### config.mk
export PLATFORM = sky130hd
export DESIGN_NAME = qlr_sqrt_cell
export DESIGN_NICKNAME = d
export VERILOG_FILES = /design/src/sv/qlr_pkg.sv /design/src/sv/qlr_sqrt_cell.sv
export VERILOG_INCLUDE_DIRS = /design/src /design/src/sv
export SDC_FILE = /design/constraint.sdc
export NUM_CORES = 1
export LEC_CHECK = 0
export ABC_AREA = 0
export BUFFER_PORTS_ARGS = -buffer_cell sky130_fd_sc_hd__buf_2
export CAP_MARGIN = 20
export CORE_AREA = 3 3 180 182
export DETAILED_ROUTE_END_ITERATION = 8
export DIE_AREA = 0 0 183 185
export MAX_ROUTING_LAYER = met4
export PLACE_DENSITY_LB_ADDON = 0.2
export SLEW_MARGIN = 25
export SYNTH_ARGS = -nofsm -noshare
export SYNTH_HDL_FRONTEND = slang
export SYNTH_SLANG_ARGS = --single-unit
### constraint.sdc
create_clock -name aclk -period 11.1 [get_ports aclk]
set_clock_uncertainty 0.2 [all_clocks]
set_input_delay 1.665 -clock aclk [delete_from_list [all_inputs] [get_ports aclk]]
set_output_delay 1.665 -clock aclk [all_outputs]
set_load 0.05 [all_outputs]
### src/sv/quadratic_lowest_root_in_range_top_assert.svh
// assertion macros shared by the rtl files
`ifndef QUADRATIC_LOWEST_ROOT_IN_RANGE_TOP_ASSERT_SVH
`define QUADRATIC_LOWEST_ROOT_IN_RANGE_TOP_ASSERT_SVH

// same-cycle implication, clocked on aclk, off during reset
`define QLR_ASSERT_HOLDS(lbl, ante, cons) \
    lbl: assert property (@(posedge aclk) disable iff (!aresetn) (ante) |-> (cons)) \
        else $error("qlr check failed");

// next-cycle implication
`define QLR_ASSERT_NEXT(lbl, ante, cons) \
    lbl: assert property (@(posedge aclk) disable iff (!aresetn) (ante) |=> (cons)) \
        else $error("qlr check failed");

`endif

### src/sv/qlr_pkg.sv
`default_nettype none
package qlr_pkg;

    localparam int DATA_WIDTH = 32;
    localparam int FRAC_BITS  = 16;

    localparam int W      = DATA_WIDTH;
    localparam int LIM_W  = W - 1;
    localparam int PROD_W = 2 * W;
    localparam int ROOT_W = W + 1;
    localparam int SQ_W   = 2 * ROOT_W;
    localparam int SREM_W = ROOT_W + 3;
    localparam int NVAL_W = W + 3;
    localparam int MAG_W  = W + 2;
    localparam int NUM_W  = MAG_W + FRAC_BITS;
    localparam int DEN_W  = W + 1;
    localparam int DREM_W = DEN_W + 1;

    typedef struct packed {
        logic             valid;
        logic             noroot;
        logic             aneg;
        logic             bneg;
        logic [W-1:0]     am;
        logic [W-1:0]     bm;
        logic [LIM_W-1:0] limit;
    } side_t;

    typedef struct packed {
        side_t             side;
        logic [SQ_W-1:0]   dsh;
        logic [SREM_W-1:0] rem;
        logic [ROOT_W-1:0] root;
    } sq_t;

    typedef struct packed {
        logic             valid;
        logic             noroot;
        logic             aneg;
        logic [LIM_W-1:0] limit;
        logic [DEN_W-1:0] den;
    } dside_t;

    typedef struct packed {
        logic              neg;
        logic [NUM_W-1:0]  num;
        logic [DREM_W-1:0] rem;
        logic [NUM_W-1:0]  quo;
    } dlane_t;

    typedef struct packed {
        dside_t          side;
        dlane_t [1:0]    lane;
    } dv_t;

endpackage
`default_nettype wire

### src/sv/qlr_sqrt_cell.sv
`default_nettype none
module qlr_sqrt_cell (
    input  wire logic  aclk,
    input  wire logic  aresetn,
    input  wire logic  en,
    input  wire qlr_pkg::sq_t in_q,
    output qlr_pkg::sq_t out_q
);

    `include "quadratic_lowest_root_in_range_top_assert.svh"

    qlr_pkg::sq_t                  q_reg, q_next;
    logic [qlr_pkg::SREM_W-1:0]    cur, trial;
    logic                          ge;

    // one root bit per cell, two discriminant bits shifted in
    always_comb begin
        cur   = {in_q.rem[qlr_pkg::SREM_W-3:0], in_q.dsh[qlr_pkg::SQ_W-1 -: 2]};
        trial = qlr_pkg::SREM_W'({in_q.root, 2'b01});
        ge    = (cur >= trial);
        q_next.side = in_q.side;
        q_next.dsh  = {in_q.dsh[qlr_pkg::SQ_W-3:0], 2'b00};
        q_next.rem  = ge ? (cur - trial) : cur;
        q_next.root = {in_q.root[qlr_pkg::ROOT_W-2:0], ge};
    end

    always_ff @(posedge aclk) begin
        if (!aresetn) begin
            q_reg.side.valid <= 1'b0;
        end else if (en) begin
            q_reg <= q_next;
        end
    end

    assign out_q = q_reg;

    `QLR_ASSERT_HOLDS(a_sqrt_rem_bound, q_reg.side.valid,
        q_reg.rem <= qlr_pkg::SREM_W'({q_reg.root, 1'b0}))

endmodule
`default_nettype wire

After elaboration in Yosys (flattened, before gate mapping)
Cells that the tools add are included.

$add $sub $neg: 1. Mux-type cells: 1. Magnitude comparators: 1. Reduce and logical (&&, ||, !) cells: 1.

Operators by type and width (count): 36-bit by 35-bit greater-or-equal comparator with 1-bit output (1); 36-bit two-way mux (1); 36-bit by 35-bit subtractor with 36-bit output (1); 2-bit AND reduction (1).

Input port bits: 237. Word-level logic and storage cells: 14. Bits in registers: 232.

Logic depth before layout (Yosys ltp)
Depth after elaboration: 2. Gate-level depth with buffers: 13. Depth with buffers taken out: 11.

Worst setup path before layout
Ideal clock, no wire load.

Kind: input to register. Start: in en. End: reg q_reg, in the netlist out_q[0] (enable). Path buffers: 0. Setup time: 619 ps. Required time: 10281 ps. Cell stages on the path: 1. Arrival: 6894 ps. Slack: 3387 ps. Cells stage by stage: and2_1.

Word-level cells in the longest chain between the ends: 1.

RTL lines: from (decl) (RTL line qlr_sqrt_cell.sv:5) `input wire logic en,`; 2-bit AND reduction (no line); to (signal assigned) (RTL line qlr_sqrt_cell.sv:31) `q_reg <= q_next;`; to (decl) (RTL line qlr_sqrt_cell.sv:12) `qlr_pkg::sq_t q_reg, q_next;`.

No other way between the ends. A chain may end at the register's enable or synchronous reset.

==> results.md <==
* Via count at 6,754
* I/O pins at 471
* Maximum number of pins on one net before global-route repair at 176
* Metal-1 WL at 11,300 um
* Clk slew on worst S/H paths at 0.06 ns
* Max-Cap Viols at 0
* EDFF count, synth at 231
* Total GRT Usage at 17.0%
* Routed length on met3 at 2910 um
* Initial Util at 31.4%
* Post-cts resize count at 0
* Initial DRC count at 430
* Final GP Congestion at 0.840
* CTS sink count at 232
* Min-Delay Path Class: reg2reg
* Critical-path maximum fanout at 35
* Post-CTS setup buffers at 0
* Wire length per cell at 20.1 um
* DRC at 0
* Ys async rst share at 0%
* Layout area overhead at 37.1%
* First-pass GRT wire length at 42,400 um
* Cts hold-fix bufs at 0
* Yosys warnings at 0
* Placed Instance Area at 0.0124 sq mm
* DRT antenna net count at 0
* Startpoint types: primary input
* CTS Buf Count at 26
* DP Worst Slack at 6.04 ns
* Worst rel slew slack at 34.8%
* Core area at 0.0307 sq mm
* Final Hold Viols at 0
* Final Power at 2.40 mW
* CTS tree: done
* Initial antenna violation count at 15
* Setup TNS at 0 ns
* Finished layout cell area at 0.0132 sq mm
* Drt total wl at 30,200 um
* Max Freq at 0.223 GHz
* Fin util at 43.0%
* Syn_area_per_cell at 16.5 sq um
* Final Instance Count excl. Fillers at 1,501
* Synth Register Bits at 232
* Max FFs per register at 232
* # rows at 64
* Fin. max-slew vios at 0
* Pwr dens at 181 mW/mm^2
* Worst Tran Pin Value at 0.978 ns
* H-tree depth at 1
* Final period util at 40.4%
* Worst VDD drop at 0.000105 V
* Nets at 1,341
* Hold WS at 0.323 ns
* Crit Path Class: in2reg
* Commonest non-fill, non-tap cell in the layout: buf_2
* Max Used Layer: met4
* DIE HEIGHT at 185 um
* Detailed Place HPWL at 23,700 um
* Status: finished, final reports clean
* Number of cells in the design after placement at 1,437
* Worst path arrival time at 4.55 ns
* Most frequent cells in the layout: 466 x buf_2, 231 x edfxtp_1, 47 x inv_1
* Setup ws final at 6.62 ns
* Total gr overflow at 0
* Maximum clock path buffer count at 3
* RSZ-0062 raised after global routing: no
* Worst path required time at 11.17 ns
* Distinct cells, synth at 64
* Port bufs at 466
* Vias/cell at 4.50
* Syn Std Cell Area at 0.00964 sq mm
* Leakage at 5.75 nW
* Number of global-route vias before repair at 6,795
* Setup crit end kind: flop
* Final setup violation count at 0
* WL met2 at 15,200 um
* Synthesized instance count at 584
* Final Critical Period at 4.48 ns
* Top_reg_cell synth: edfxtp_1
* Clk root buf: clkbuf_16
* Seq/Total Area, Yosys at 72.1%
* Clk_lat worst skew at 0.52 ns
* Die Wd at 183 um
* Die Area at 0.0339 sq mm
* Layout cells sized above 1 at 50.9%
* First-pass DRT Iterations at 5
==> metal layers <==
layer	up-vias	global-route usage (%)
met5	-	-
met2	276	29.3
met3	47	6.79
li1	3217	-
met4	0	4.33
met1	3214	18.5
==> worst max-delay path, cell delays in order <==
cell and delay, ns:
buf_2 0.09, inv_1 0.04, ha_1 0.35, o21a_2 0.15
o311ai_2 0.12, a32oi_2 0.33, a41oi_4 0.23, o211a_4 0.33
o31a_4 0.30, o211a_4 0.27, inv_8 0.24, mux2_4 0.34
==> cell families after synthesis <==
logic type      synth area share (%)
other cells                   0.0389
fa+ha+maj                       4.54
buf+inv                         3.10
mux                             5.05
compound gates                  7.44
simple gates                    4.88
flops                           72.1
xor+xnor                        2.82
==> cell type report <==
class,instances,area (sq um)
fillers,2929,17500
flip-flops and latches,232,6960
well taps,396,495
clock inverters,13,85.1
clock buffers,35,706
inverters,48,188
repair buffers,467,2350
multi-input cells,294,2390
diodes,16,40.0
==> synth_stat cells, types with 3 or more instances <==
master | count | area share (%)
buf_12 | 3 | 0.62
o211ai_1 | 5 | 0.39
o21a_1 | 6 | 0.47
nor3_1 | 7 | 0.36
o21ai_0 | 18 | 0.93
mux2_2 | 5 | 0.58
mux2i_1 | 4 | 0.42
nand3_1 | 8 | 0.42
and3_2 | 3 | 0.23
a21o_1 | 9 | 0.70
or2_2 | 3 | 0.19
xor2_1 | 13 | 1.2
edfxtp_1 | 231 | 72
ha_1 | 35 | 4.5
o21bai_1 | 4 | 0.31
buf_4 | 3 | 0.23
nand4_1 | 7 | 0.45
nor2b_1 | 3 | 0.19
inv_1 | 47 | 1.8
nand2_1 | 27 | 1.1
nor2_1 | 15 | 0.58
and2_1 | 4 | 0.26
mux2_4 | 26 | 4.0
a21oi_1 | 30 | 1.6
and3_1 | 4 | 0.26
xnor2_1 | 18 | 1.6
==> worst paths after layout <==
check / slack [ns] / start / cells past startpoint / endpoint
setup / recovery: 6.62 / in_q[1] / 12 / out_q[65]
hold / removal: 0.32 / out_q[233] / 2 / out_q[233]
setup reg to reg: 10.30 / out_q[233] / 2 / out_q[233]
hold reg to reg: 0.32 / out_q[233] / 2 / out_q[233]
==> power by group <==
part | internal [mW] | switching, mW | leakage, nW | total (mW)
clock network | 0.467 | 0.339 | 0.386 | 0.806
registers | 1.04 | 0.0139 | 2.18 | 1.06
logic | 0.158 | 0.375 | 3.19 | 0.532
Power figures use the tool's default switching activity.
