<file path="config.mk">
export PLATFORM = sky130hd
export DESIGN_NAME = qlr_div_cell
export DESIGN_NICKNAME = d
export VERILOG_FILES = /design/src/sv/qlr_pkg.sv /design/src/sv/qlr_div_cell.sv
export VERILOG_INCLUDE_DIRS = /design/src /design/src/sv
export SDC_FILE = /design/constraint.sdc
export NUM_CORES = 1
export LEC_CHECK = 0
export ABC_CLOCK_PERIOD_IN_PS = 16600
export BUFFER_PORTS_ARGS = -buffer_cell sky130_fd_sc_hd__buf_2
export CELL_PAD_IN_SITES_DETAIL_PLACEMENT = 1
export CELL_PAD_IN_SITES_GLOBAL_PLACEMENT = 1
export CORE_AREA = 2 2 261 263
export DETAILED_ROUTE_END_ITERATION = 8
export DIE_AREA = 0 0 263 265
export GPL_TIMING_DRIVEN = 0
export HOLD_SLACK_MARGIN = 0.12
export PLACE_DENSITY_LB_ADDON = 0.08
export SYNTH_ARGS = -nofsm -noshare
export SYNTH_HDL_FRONTEND = slang
export SYNTH_SLANG_ARGS = --single-unit
</file>
<file path="constraint.sdc">
create_clock -name aclk -period 16.6 [get_ports aclk]
set_input_delay 3.32 -clock aclk [delete_from_list [all_inputs] [get_ports aclk]]
set_output_delay 3.32 -clock aclk [all_outputs]
set_load 0.05 [all_outputs]
</file>
<file path="src/sv/quadratic_lowest_root_in_range_top_assert.svh">
// assertion macros shared by the rtl files
`ifndef QUADRATIC_LOWEST_ROOT_IN_RANGE_TOP_ASSERT_SVH
`define QUADRATIC_LOWEST_ROOT_IN_RANGE_TOP_ASSERT_SVH

// same-cycle implication, clocked on aclk, off during reset
`define QLR_ASSERT_HOLDS(lbl, ante, cons) \
    lbl: assert property (@(posedge aclk) disable iff (!aresetn) (ante) |-> (cons)) \
        else $error("qlr check failed");

// next-cycle implication
`define QLR_ASSERT_NEXT(lbl, ante, cons) \
    lbl: assert property (@(posedge aclk) disable iff (!aresetn) (ante) |=> (cons)) \
        else $error("qlr check failed");

`endif

</file>
<file path="src/sv/qlr_pkg.sv">
`default_nettype none
package qlr_pkg;

    localparam int DATA_WIDTH = 32;
    localparam int FRAC_BITS  = 16;

    localparam int W      = DATA_WIDTH;
    localparam int LIM_W  = W - 1;
    localparam int PROD_W = 2 * W;
    localparam int ROOT_W = W + 1;
    localparam int SQ_W   = 2 * ROOT_W;
    localparam int SREM_W = ROOT_W + 3;
    localparam int NVAL_W = W + 3;
    localparam int MAG_W  = W + 2;
    localparam int NUM_W  = MAG_W + FRAC_BITS;
    localparam int DEN_W  = W + 1;
    localparam int DREM_W = DEN_W + 1;

    typedef struct packed {
        logic             valid;
        logic             noroot;
        logic             aneg;
        logic             bneg;
        logic [W-1:0]     am;
        logic [W-1:0]     bm;
        logic [LIM_W-1:0] limit;
    } side_t;

    typedef struct packed {
        side_t             side;
        logic [SQ_W-1:0]   dsh;
        logic [SREM_W-1:0] rem;
        logic [ROOT_W-1:0] root;
    } sq_t;

    typedef struct packed {
        logic             valid;
        logic             noroot;
        logic             aneg;
        logic [LIM_W-1:0] limit;
        logic [DEN_W-1:0] den;
    } dside_t;

    typedef struct packed {
        logic              neg;
        logic [NUM_W-1:0]  num;
        logic [DREM_W-1:0] rem;
        logic [NUM_W-1:0]  quo;
    } dlane_t;

    typedef struct packed {
        dside_t          side;
        dlane_t [1:0]    lane;
    } dv_t;

endpackage
`default_nettype wire

</file>
<file path="src/sv/qlr_div_cell.sv">
`default_nettype none
module qlr_div_cell (
    input  wire logic  aclk,
    input  wire logic  aresetn,
    input  wire logic  en,
    input  wire qlr_pkg::dv_t in_q,
    output qlr_pkg::dv_t out_q
);

    `include "quadratic_lowest_root_in_range_top_assert.svh"

    qlr_pkg::dv_t                  q_reg, q_next;
    logic [qlr_pkg::DREM_W-1:0]    cur [2];
    logic [qlr_pkg::DREM_W-1:0]    den_x;
    logic                          ge [2];

    // one quotient bit per cell for both roots
    always_comb begin
        den_x       = qlr_pkg::DREM_W'(in_q.side.den);
        q_next.side = in_q.side;
        for (int i = 0; i < 2; i++) begin
            cur[i] = {in_q.lane[i].rem[qlr_pkg::DREM_W-2:0],
                      in_q.lane[i].num[qlr_pkg::NUM_W-1]};
            ge[i]  = (cur[i] >= den_x);
            q_next.lane[i].neg = in_q.lane[i].neg;
            q_next.lane[i].num = {in_q.lane[i].num[qlr_pkg::NUM_W-2:0], 1'b0};
            q_next.lane[i].rem = ge[i] ? (cur[i] - den_x) : cur[i];
            q_next.lane[i].quo = {in_q.lane[i].quo[qlr_pkg::NUM_W-2:0], ge[i]};
        end
    end

    always_ff @(posedge aclk) begin
        if (!aresetn) begin
            q_reg.side.valid <= 1'b0;
        end else if (en) begin
            q_reg <= q_next;
        end
    end

    assign out_q = q_reg;

    `QLR_ASSERT_HOLDS(a_div_rem_bound, q_reg.side.valid && !q_reg.side.noroot,
        q_reg.lane[0].rem < qlr_pkg::DREM_W'(q_reg.side.den))
    `QLR_ASSERT_NEXT(a_div_hold, !en, $stable(q_reg.lane))

endmodule
`default_nettype wire

</file>
### Word level (Yosys, flattened, before mapping)

Index checks and enable logic that the tools add are counted.

* output and inout bits: 337
* input bits: 340
* word-level logic and storage cells: 20
* flip-flop bits (word level): 335

* reduce and logical (&&, ||, !) cells: 1
* order comparisons: 2
* mux-type cells: 2
* add/sub/neg operators: 2

Operators by type and width (count)
* $ge A34 B33 Y1: 2
* $mux W34: 2
* $sub A34 B33 Y34: 2
* $reduce_and A2 Y1: 1

### Depth between registers and ports, before layout

Gate-level depths: netlist (run 1).

* depth in word-level cells: 2
* gate-level depth with buffers: 15
* gate-level depth less buffers: 13

### Worst setup path before layout (run 1)

No wires, ideal clock.

* kind: input to register
* start: input en
* end: register q_reg (netlist bit out_q[0]) (enable)
* arrival time: 10844 ps
* buffers on the path: 0
* setup time: 737 ps
* required time: 15863 ps
* path slack: 5019 ps
* stages on the path: 1
* path through: and2_1

* word-level cells in the longest chain between the ends: 1

Ends and longest elaborated chain
* start: declaration: RTL line qlr_div_cell.sv:5 `input wire logic en,`
* $reduce_and A2 Y1 (no source line)
* end signal: assignment: RTL line qlr_div_cell.sv:36 `q_reg <= q_next;`
* end: declaration: RTL line qlr_div_cell.sv:12 `qlr_pkg::dv_t q_reg, q_next;`

Every way passes these cells.
A chain may end at the register's enable or synchronous reset.

==> results of run 1 <==
-- layer usage --
layer / vias up / track usage, % / part of all wire, % / wire (um)
li1: 5224 / - / - / -
met1: 5467 / 20.63 / 37 / 25170
met2: 416 / 34.76 / 52 / 35270
met3: 119 / 6.865 / 8.4 / 5741
met4: 30 / 4.371 / 2.3 / 1577
met5: - / 0 / 0.30 / 201
-- tightest hold or removal path, stage by stage, from the launching register on --
cell and delay [ns]:
dfxtp_1 0.34, mux2i_1 0.13, nor2b_1 0.06
-- power by group through the flow --
stage	clock [mW]	combinational [mW]	sequential, mW
global route	1.01	0.603	1.03
detailed placement	0	0.574	1.04
global placement	0	0.569	1.06
CTS	0.985	0.577	1.03
floorplan	0	0.157	1.28
finish	0.946	0.565	1.03
-- through the flow --
stage	cells	util (%)
floorplan	997	-
global placement	2540	28.16
detailed placement	2545	28.37
CTS	2623	30.47
global route	2623	30.47
finish	2637	30.52
-- logic make-up after synthesis --
kind of cell | after synthesis
XOR/XNOR | 61
buffers and inverters | 84
AND/OR/NAND/NOR | 190
AO/OA/AOI/OAI | 252
other | 1
multiplexers | 5
adder cells (fa/ha/maj) | 68
flip-flops | 335
-- cell type report --
| cell class | instances | area [um2] | share of cell area, % |
|---|---|---|---|
| Tap cell | 873 | 1092 | 5.358 |
| Clock inverter | 28 | 279.0 | 1.369 |
| Inverter | 54 | 202.7 | 0.9942 |
| Timing Repair Buffer | 675 | 3491 | 17.12 |
| Clock buffer | 50 | 1124 | 5.511 |
| Antenna cell | 14 | 35.03 | 0.1718 |
| Buffer | 30 | 190.2 | 0.9329 |
| Multi-Input combinational cell | 578 | 3924 | 19.25 |
| Sequential cell | 335 | 10050 | 49.29 |
-- cell usage after synthesis, drive strengths merged, types with 7 or more instances --
cell type	count
edfxtp	334
a31oi	9
buf	18
nand2	97
o21ai	96
nand3	22
nand4	8
xor2	30
and3	10
nor2	22
a21o	30
a21oi	63
o21bai	7
ha	66
clkbuf	12
inv	54
xnor2	31
-- how the worst max path moves through the flow --
stage / startpoint / endpoint / slack (ns) / cells past startpoint
after global placement: en / out_q[245]$_DFFE_PP_ / 0.68 / 2
after floorplan: en / out_q[0]$_DFFE_PP_ / 5.02 / 1
after global routing: in_q[268] / out_q[207]$_DFFE_PP_ / 9.70 / 16
after detailed placement: in_q[268] / out_q[207]$_DFFE_PP_ / 9.19 / 16
final: in_q[268] / out_q[207]$_DFFE_PP_ / 9.96 / 16
after CTS: in_q[268] / out_q[207]$_DFFE_PP_ / 9.81 / 16
==> impl_metrics.toml, run 1 <==
[clock_network]
cts_buffer_depth = 3
ctsResizeCount = 0
cts.clk_slew.worst_paths_ns = 0.06
cts-root-buf = "clkbuf_16"
insertion_delay_ns = 0.57
cts_tree = "done"
numCtsBuffers = 43
postCtsSetupRepairBufs = 0
h-tree-depth = 2
cts_sinks = 335
hold_buffers = 0

[power]
p_per_area_nw_per_um2 = 124.5
p_sw_mw = 0.8183
power_mw = 2.537
vdd_drop_max_v = 0.00008683
seq_power_share_pct = 40.4
intPower_mw = 1.719
p_comb_share_pct = 22.3
swShare_pct = 32.25
p_clk_share_pct = 37.3
p_leak_nw = 8.608

[floorplan]
core_area_um2 = 66800
start_util_pct = 21.50
placementRows = 95
ios = 677
die_h_um = 265
die_width_um = 263
dieArea_um2 = 69700

[timing]
fin_skew_ns = 0
tightest_slew_ns = 0.9064
min_period_over_period_pct = 40.00
hold-worst-slack_ns = 0.5740
tns_ns = 0
fmax_mhz = 150.6
finalHoldViolCount = 0
fin_ws_ns = 9.960
rsz0062_at_grt = "no"
final-setup-viol-count = 0
finalCriticalPeriod_ns = 6.640
slew_headroom_pct = 38.94
final_max_slew_viol_count = 0

[worst_setup_path]
path_delay_family = "compound AO/OA/AOI/OAI gates"
slowest_delay_ns = 0.42
path_cells = "buf_2, inv_1, ha_1, inv_1, fa_1, a21oi_1, o221ai_2, o21ai_1, a31oi_2, a31oi_1, o21ai_2, a21oi_1, buf_2, buf_4, nand2_1, o21ai_0"
r2r-end = "out_q[336]$_SDFFE_PN0P_"
crit_slowest_cell = "a21oi_1"
r2r_cells = 2
cp.buffers_inverters = 5
reg2reg_setup_slack_ns = 15.97
r2r_start = "out_q[336]$_SDFFE_PN0P_"
crit_path_end_kind = "flip-flop"
crit_arrival_ns = 6.98
cp_max_fo = 10
worstSetupPathType = "in2reg"
critical_path_required_ns = 16.94
critPathLaunchType = "input pin"

[synthesis]
ys_ff_latch = 335
ys_seq_area_share_pct = 69.98
synth_xor_area_share_pct = 3.720
synth.distinct_cells = 71
synth.mux.area_fraction_pct = 0.3659
synthSimpleGateAreaFrac_pct = 6.117
synth_top_area_share_pct = 69.84
synth_compound_area_share_pct = 11.02
synth_edf_count = 334
ys.flop_type = "edfxtp_1"
netlist_area_um2 = 14360
synth.area.top_cells = "edfxtp_1, ha_1, o21ai_0"
async_reset_ff_share_pct = 0
yosysTopAreaCell = "edfxtp_1"
syn-instance-count = 996
syn_area_per_cell_um2 = 14.42
synth_top_family_by_area = "compound AO/OA/AOI/OAI gates"
synthAdderAreaFrac_pct = 6.029
ys_warn_count = 0

[worst_hold_path]
min_to = "out_q[336]$_SDFFE_PN0P_"
min_path_cells = 2
hp-start = "out_q[336]$_SDFFE_PN0P_"
min_path_type = "reg2reg"

[placed_design]
placed_cell_area_um2 = 18950
portBuffers = 670
gp_congestion = 0.8884
dpl_worst_slack_ns = 9.188
dp_hpwl_mm = 56.33

[route]
ant_nets = 0
vias_per_cell = 4.268
drt-total-wl_mm = 67.96
first_iter_violations = 569
drc = 0
drt_pass1_iterations = 6
via_count = 11260
wl_per_cell_um = 25.77

[grt]
antenna_found_initial = 35
grt_max_degree = 63
grt_pass1_wl_mm = 93.57
grt_pass1_vias = 11870
grt_use_total_pct = 18.90
grt-ovfl-total = 0

[finish]
design_area_um2 = 20390
layout_common_cells = "buf_2, edfxtp_1, nand2_1, o21ai_0, ha_1"
largest_reg_flops = 335
nets = 2125
nFillCells = 7468
area_delta_synth_final_pct = 41.97
drive_above_1_share_pct = 44.06
layout_commonest_cell = "buf_2"

[outcome]
status = "complete, no violations"

[run]
cap_violations = 0
Power figures use the tool's default switching activity.
==> run 2, diff against run 1 <==
--- a/config.mk
+++ b/config.mk
@@ -6,13 +6,13 @@
 export SDC_FILE = /design/constraint.sdc
 export NUM_CORES = 1
 export LEC_CHECK = 0
-export ABC_CLOCK_PERIOD_IN_PS = 16600
+export ABC_CLOCK_PERIOD_IN_PS = 6800
 export BUFFER_PORTS_ARGS = -buffer_cell sky130_fd_sc_hd__buf_2
 export CELL_PAD_IN_SITES_DETAIL_PLACEMENT = 1
 export CELL_PAD_IN_SITES_GLOBAL_PLACEMENT = 1
-export CORE_AREA = 2 2 261 263
+export CORE_AREA = 2 2 264 266
 export DETAILED_ROUTE_END_ITERATION = 8
-export DIE_AREA = 0 0 263 265
+export DIE_AREA = 0 0 266 268
 export GPL_TIMING_DRIVEN = 0
 export HOLD_SLACK_MARGIN = 0.12
 export PLACE_DENSITY_LB_ADDON = 0.08
==> constraint.sdc (replaced) <==
create_clock -name aclk -period 6.8 [get_ports aclk]
set_input_delay 1.36 -clock aclk [delete_from_list [all_inputs] [get_ports aclk]]
set_output_delay 1.36 -clock aclk [all_outputs]
set_load 0.05 [all_outputs]
==> run 2 against run 1 <==
Effect of this change:
- setup slack got worse by 7.9 ns
- non-clock buffer count is the same
- clock skew is the same
- wire length up 1.0%
- clock power increased by 150%
- cell area rose by 0.25%
- global-route usage fell by 0.32 points
- cell count rose by 0.61%
- via count grew 0.43%
- critical path type unchanged
==> impl_metrics.toml, run 2 (synthesized netlist as in run 1, its figures left out) <==
[timing]
finalCriticalPeriod_ns = 4.731
fmax_mhz = 211.4
final_max_slew_viol_count = 0
fin_skew_ns = 0
slew_headroom_pct = 44.04
final-setup-viol-count = 0
tightest_slew_ns = 0.8306
rsz0062_at_grt = "no"
min_period_over_period_pct = 69.57
finalHoldViolCount = 0
tns_ns = 0

[finish]
area_delta_synth_final_pct = 42.33
nets = 2126
instances_no_fill = 2653
drive_above_1_share_pct = 44.09
layout_commonest_cell = "buf_2"
layout_common_cells = "buf_2, edfxtp_1, nand2_1, o21ai_0, ha_1"
largest_reg_flops = 335

[placed_design]
dp_hpwl_mm = 57.23
gp_congestion = 0.8630
portBuffers = 670
dp_cells = 2554

[worst_setup_path]
cp_max_fo = 10
crit_arrival_ns = 5.08
critical_path_required_ns = 7.15
worstSetupPathType = "in2reg"
crit_path_end_kind = "flip-flop"
critPathLaunchType = "input pin"

[run]
cap_violations = 0

[floorplan]
die_width_um = 266
placementRows = 96
core_area_um2 = 68230
ios = 677
start_util_pct = 21.05
dieArea_um2 = 71290
die_h_um = 268

[clock_network]
ctsResizeCount = 0
cts_tree = "done"
cts_sinks = 335
cts.clk_slew.worst_paths_ns = 0.05
hold_buffers = 0
cts-root-buf = "clkbuf_16"
insertion_delay_ns = 0.56
numCtsBuffers = 44
postCtsSetupRepairBufs = 0
cts_buffer_depth = 3
h-tree-depth = 2

[route]
via_count = 11300
vias_per_cell = 4.261
ant_nets = 0
drt_pass1_iterations = 4
first_iter_violations = 522
drt-total-wl_mm = 68.65
wl_per_cell_um = 25.87
drc = 0

[grt]
grt_use_total_pct = 18.58
grt-ovfl-total = 0
antenna_found_initial = 45
grt_max_degree = 70
grt_pass1_vias = 11910
grt_pass1_wl_mm = 92.65

[outcome]
status = "complete, no violations"

[power]
p_comb_share_pct = 22.3
seq_power_share_pct = 40.3
intPower_mw = 4.196
power_mw = 6.213
swShare_pct = 32.47
p_sw_mw = 2.017
p_per_area_nw_per_um2 = 304.0
p_leak_nw = 8.615
vdd_drop_max_v = 0.0001275
p_clk_share_pct = 37.5

[worst_hold_path]
min_path_type = "reg2reg"
-- run 2: changes by cell type in the layout (fill, tap and decap cells not counted) --
| cell | delta |
|---|---|
| inv_6 | -1 |
| clkbuf_1 | +1 |
| clkinv_2 | -2 |
| clkinvlp_4 | +1 |
| clkinv_4 | +2 |
| clkinv_8 | -1 |
| diode_2 | +6 |
| inv_16 | +2 |
| clkinv_1 | -1 |
| clkbuf_16 | +1 |
| bufinv_16 | -1 |
-- run 2: worst paths after layout --
kind	from	slack, ns	to	cells after the start
max	in_q[270]	2.07	out_q[190]$_DFFE_PP_	15
min	out_q[336]$_SDFFE_PN0P_	0.59	out_q[336]$_SDFFE_PN0P_	2
max reg2reg	out_q[336]$_SDFFE_PN0P_	6.13	out_q[336]$_SDFFE_PN0P_	2
min reg2reg	out_q[336]$_SDFFE_PN0P_	0.59	out_q[336]$_SDFFE_PN0P_	2
-- run 2: critical path, stage by stage --
cell	delay (ns)
buf_2	0.18
ha_1	0.19
inv_1	0.05
fa_1	0.39
a21oi_1	0.38
o221ai_2	0.25
o21ai_1	0.27
a31oi_2	0.23
a31oi_1	0.37
o21ai_2	0.12
a21oi_1	0.40
buf_2	0.40
buf_4	0.26
nand2_1	0.07
o21ai_0	0.14
-- run 2: final cells by class --
| type | count | area (um2) |
|---|---|---|
| Antenna cell | 20 | 50.05 |
| Buffer | 30 | 190.2 |
| Clock buffer | 52 | 1152 |
| Clock inverter | 27 | 275.3 |
| Fill cell | 7628 | 47790 |
| Inverter | 54 | 202.7 |
| Multi-Input combinational cell | 578 | 3924 |
| Sequential cell | 335 | 10050 |
| Tap cell | 882 | 1104 |
| Timing Repair Buffer | 675 | 3491 |
-- run 2: power groups by stage --
stage	Sequential, mW	Combinational [mW]	Clock [mW]
after floorplan	3.10	0.384	0
after detailed placement	2.54	1.41	0
after global placement	2.57	1.40	0
after global routing	2.52	1.48	2.48
after CTS	2.50	1.41	2.42
final	2.50	1.38	2.33
-- run 2: through the flow --
step | utilization (%) | worst slack [ns] | instance area (um2) | hold WS, ns
final | 29.96 | 2.069 | 20440 | 0.5929
after global routing | 29.89 | 1.765 | 20400 | 0.6507
after CTS | 29.88 | 1.910 | 20390 | 0.5959
after detailed placement | 27.79 | 1.305 | 18960 | 0.5823
after global placement | 27.59 | -1.426 | 18820 | 0.5661
after floorplan | - | 0.8914 | 14370 | 0.7429
-- run 2: per-layer routing --
metal | GRT usage [%] | share of wire (%) | vias up
met2 | 34.43 | 52 | 394
met5 | 0 | 0.38 | -
met1 | 18.60 | 35 | 5515
met4 | 4.722 | 2.4 | 44
li1 | - | - | 5236
met3 | 8.861 | 10 | 115
==> run 3, diff against run 2 <==
--- a/config.mk
+++ b/config.mk
@@ -6,13 +6,13 @@
 export SDC_FILE = /design/constraint.sdc
 export NUM_CORES = 1
 export LEC_CHECK = 0
-export ABC_CLOCK_PERIOD_IN_PS = 6800
+export ABC_CLOCK_PERIOD_IN_PS = 4200
 export BUFFER_PORTS_ARGS = -buffer_cell sky130_fd_sc_hd__buf_2
 export CELL_PAD_IN_SITES_DETAIL_PLACEMENT = 1
 export CELL_PAD_IN_SITES_GLOBAL_PLACEMENT = 1
-export CORE_AREA = 2 2 264 266
+export CORE_AREA = 2 2 260 262
 export DETAILED_ROUTE_END_ITERATION = 8
-export DIE_AREA = 0 0 266 268
+export DIE_AREA = 0 0 262 264
 export GPL_TIMING_DRIVEN = 0
 export HOLD_SLACK_MARGIN = 0.12
 export PLACE_DENSITY_LB_ADDON = 0.08
==> constraint.sdc (replaced) <==
create_clock -name aclk -period 4.2 [get_ports aclk]
set_input_delay 0.84 -clock aclk [delete_from_list [all_inputs] [get_ports aclk]]
set_output_delay 0.84 -clock aclk [all_outputs]
set_load 0.05 [all_outputs]
==> run 3 against run 2 <==
Effect of this change:
- sequential cell count unchanged
- non-clock buffer count unchanged
- sequential power up 62%
- wire length up 0.30%
- cell count down 0.90%
- global-route usage up 0.72 points
- die area down 3.0%
- register-to-register slack worse by 2.6 ns
- highest routed layer unchanged
- worst hold slack worse by 0.15 ns
- critical endpoint is now out_q[212]$_DFFE_PP_
- sequential share of layout area up 0.18 points
- via count up 0.27%
- critical path type unchanged
==> impl_metrics.toml, run 3 (synthesized netlist as in run 1, its figures left out) <==
[outcome]
status = "complete, no violations"

[worst_hold_path]
min_path_type = "in2reg"

[timing]
final-setup-viol-count = 0
final_max_slew_viol_count = 0
min_period_over_period_pct = 92.03
finalHoldViolCount = 0
hold-worst-slack_ns = 0.4465
fin_skew_ns = 0
tightest_slew_ns = 0.8725
finalCriticalPeriod_ns = 3.865
rsz0062_at_grt = "no"
slew_headroom_pct = 41.83
fmax_mhz = 258.7

[clock_network]
cts-root-buf = "clkbuf_16"
hold_buffers = 0
cts_buffer_depth = 3
cts_tree = "done"
h-tree-depth = 2
numCtsBuffers = 43
cts_sinks = 335
ctsResizeCount = 1
insertion_delay_ns = 0.57
postCtsSetupRepairBufs = 0
cts.clk_slew.worst_paths_ns = 0.06

[placed_design]
gp_congestion = 0.8989
dp_cells = 2545
dp_hpwl_mm = 56.87
portBuffers = 670

[finish]
multiInputGateArea_um2 = 3931
nets = 2125
layout_commonest_cell = "buf_2"
seq_area_um2 = 10050
nFillCells = 7445
drive_above_1_share_pct = 43.94
layout_common_cells = "buf_2, edfxtp_1, nand2_1, o21ai_0, ha_1"
area_delta_synth_final_pct = 41.80
instances_no_fill = 2629
largest_reg_flops = 335

[grt]
grt_max_degree = 68
antenna_found_initial = 43
grt_pass1_wl_mm = 93.96
grt-ovfl-total = 0
grt_pass1_vias = 11850
grt_use_total_pct = 19.30

[power]
p_leak_nw = 8.593
power_mw = 10.02
p_per_area_nw_per_um2 = 492.3
vdd_drop_max_v = 0.0002174

[route]
drc = 0
first_iter_violations = 664
drt-total-wl_mm = 68.85
drt_pass1_iterations = 4
ant_nets = 0
vias_per_cell = 4.312
wl_per_cell_um = 26.19
via_count = 11340

[worst_setup_path]
worstSetupPathType = "in2reg"
crit_path_end_kind = "flip-flop"
critPathLaunchType = "input pin"
crit_arrival_ns = 4.14
critical_path_required_ns = 4.47
cp_max_fo = 10

[floorplan]
placementRows = 95
ios = 677
dieArea_um2 = 69170
die_width_um = 262
start_util_pct = 21.57
die_h_um = 264
core_area_um2 = 66560

[run]
cap_violations = 0
-- run 3: area by class of cell --
class,count,area share (%)
Antenna cell,8,0.09832
Timing Repair Buffer,675,17.14
Clock inverter,25,1.266
Sequential cell,335,49.35
Buffer,30,0.9340
Inverter,54,0.9955
Clock buffer,51,5.536
Tap cell,873,5.364
Multi-Input combinational cell,578,19.31
-- run 3: worst max-delay path, stage by stage --
cell	delay [ns]
buf_2	0.16
ha_1	0.18
inv_1	0.06
fa_1	0.42
a21oi_2	0.27
o221ai_2	0.21
o21ai_1	0.25
a31oi_2	0.22
a31oi_1	0.37
o21ai_2	0.14
a21oi_2	0.28
buf_2	0.34
buf_4	0.24
o21ai_0	0.16
-- run 3: metrics by stage --
step / util (%) / instance area, um2 / setup TNS [ns] / setup WS (ns)
finish: 30.59 / 20360 / 0 / 0.3348
global placement: 28.26 / 18810 / -305.52 / -0.9046
detailed placement: 28.47 / 18950 / -26.89 / -0.7467
CTS: 30.55 / 20340 / 0 / 0.001029
global route: 30.56 / 20340 / 0 / 0.09371
floorplan: - / 14370 / 0 / 0.5838
-- run 3: final timing paths --
path | startpoint | to | slack [ns] | cells past startpoint
max | in_q[270] | out_q[212]$_DFFE_PP_ | 0.33 | 14
min | in_q[120] | out_q[121]$_DFFE_PP_ | 0.45 | 1
max reg2reg | out_q[336]$_SDFFE_PN0P_ | out_q[336]$_SDFFE_PN0P_ | 3.54 | 2
min reg2reg | out_q[336]$_SDFFE_PN0P_ | out_q[336]$_SDFFE_PN0P_ | 0.59 | 2
-- run 3: power breakdown --
part	internal (mW)	switching [mW]	total, mW	leakage [nW]
Clock	2.22	1.52	3.74	0.665
Combinational	0.581	1.65	2.23	4.79
Sequential	3.99	0.0626	4.05	3.13
Total	6.79	3.24	10.0	8.59
-- run 3: metal layers --
metal	vias up	wire length (um)	GRT usage [%]
met1	5568	24860	20.96
met5	-	256	0
met2	397	36220	35.81
li1	5203	-	-
met3	127	5850	6.237
met4	40	1657	4.718
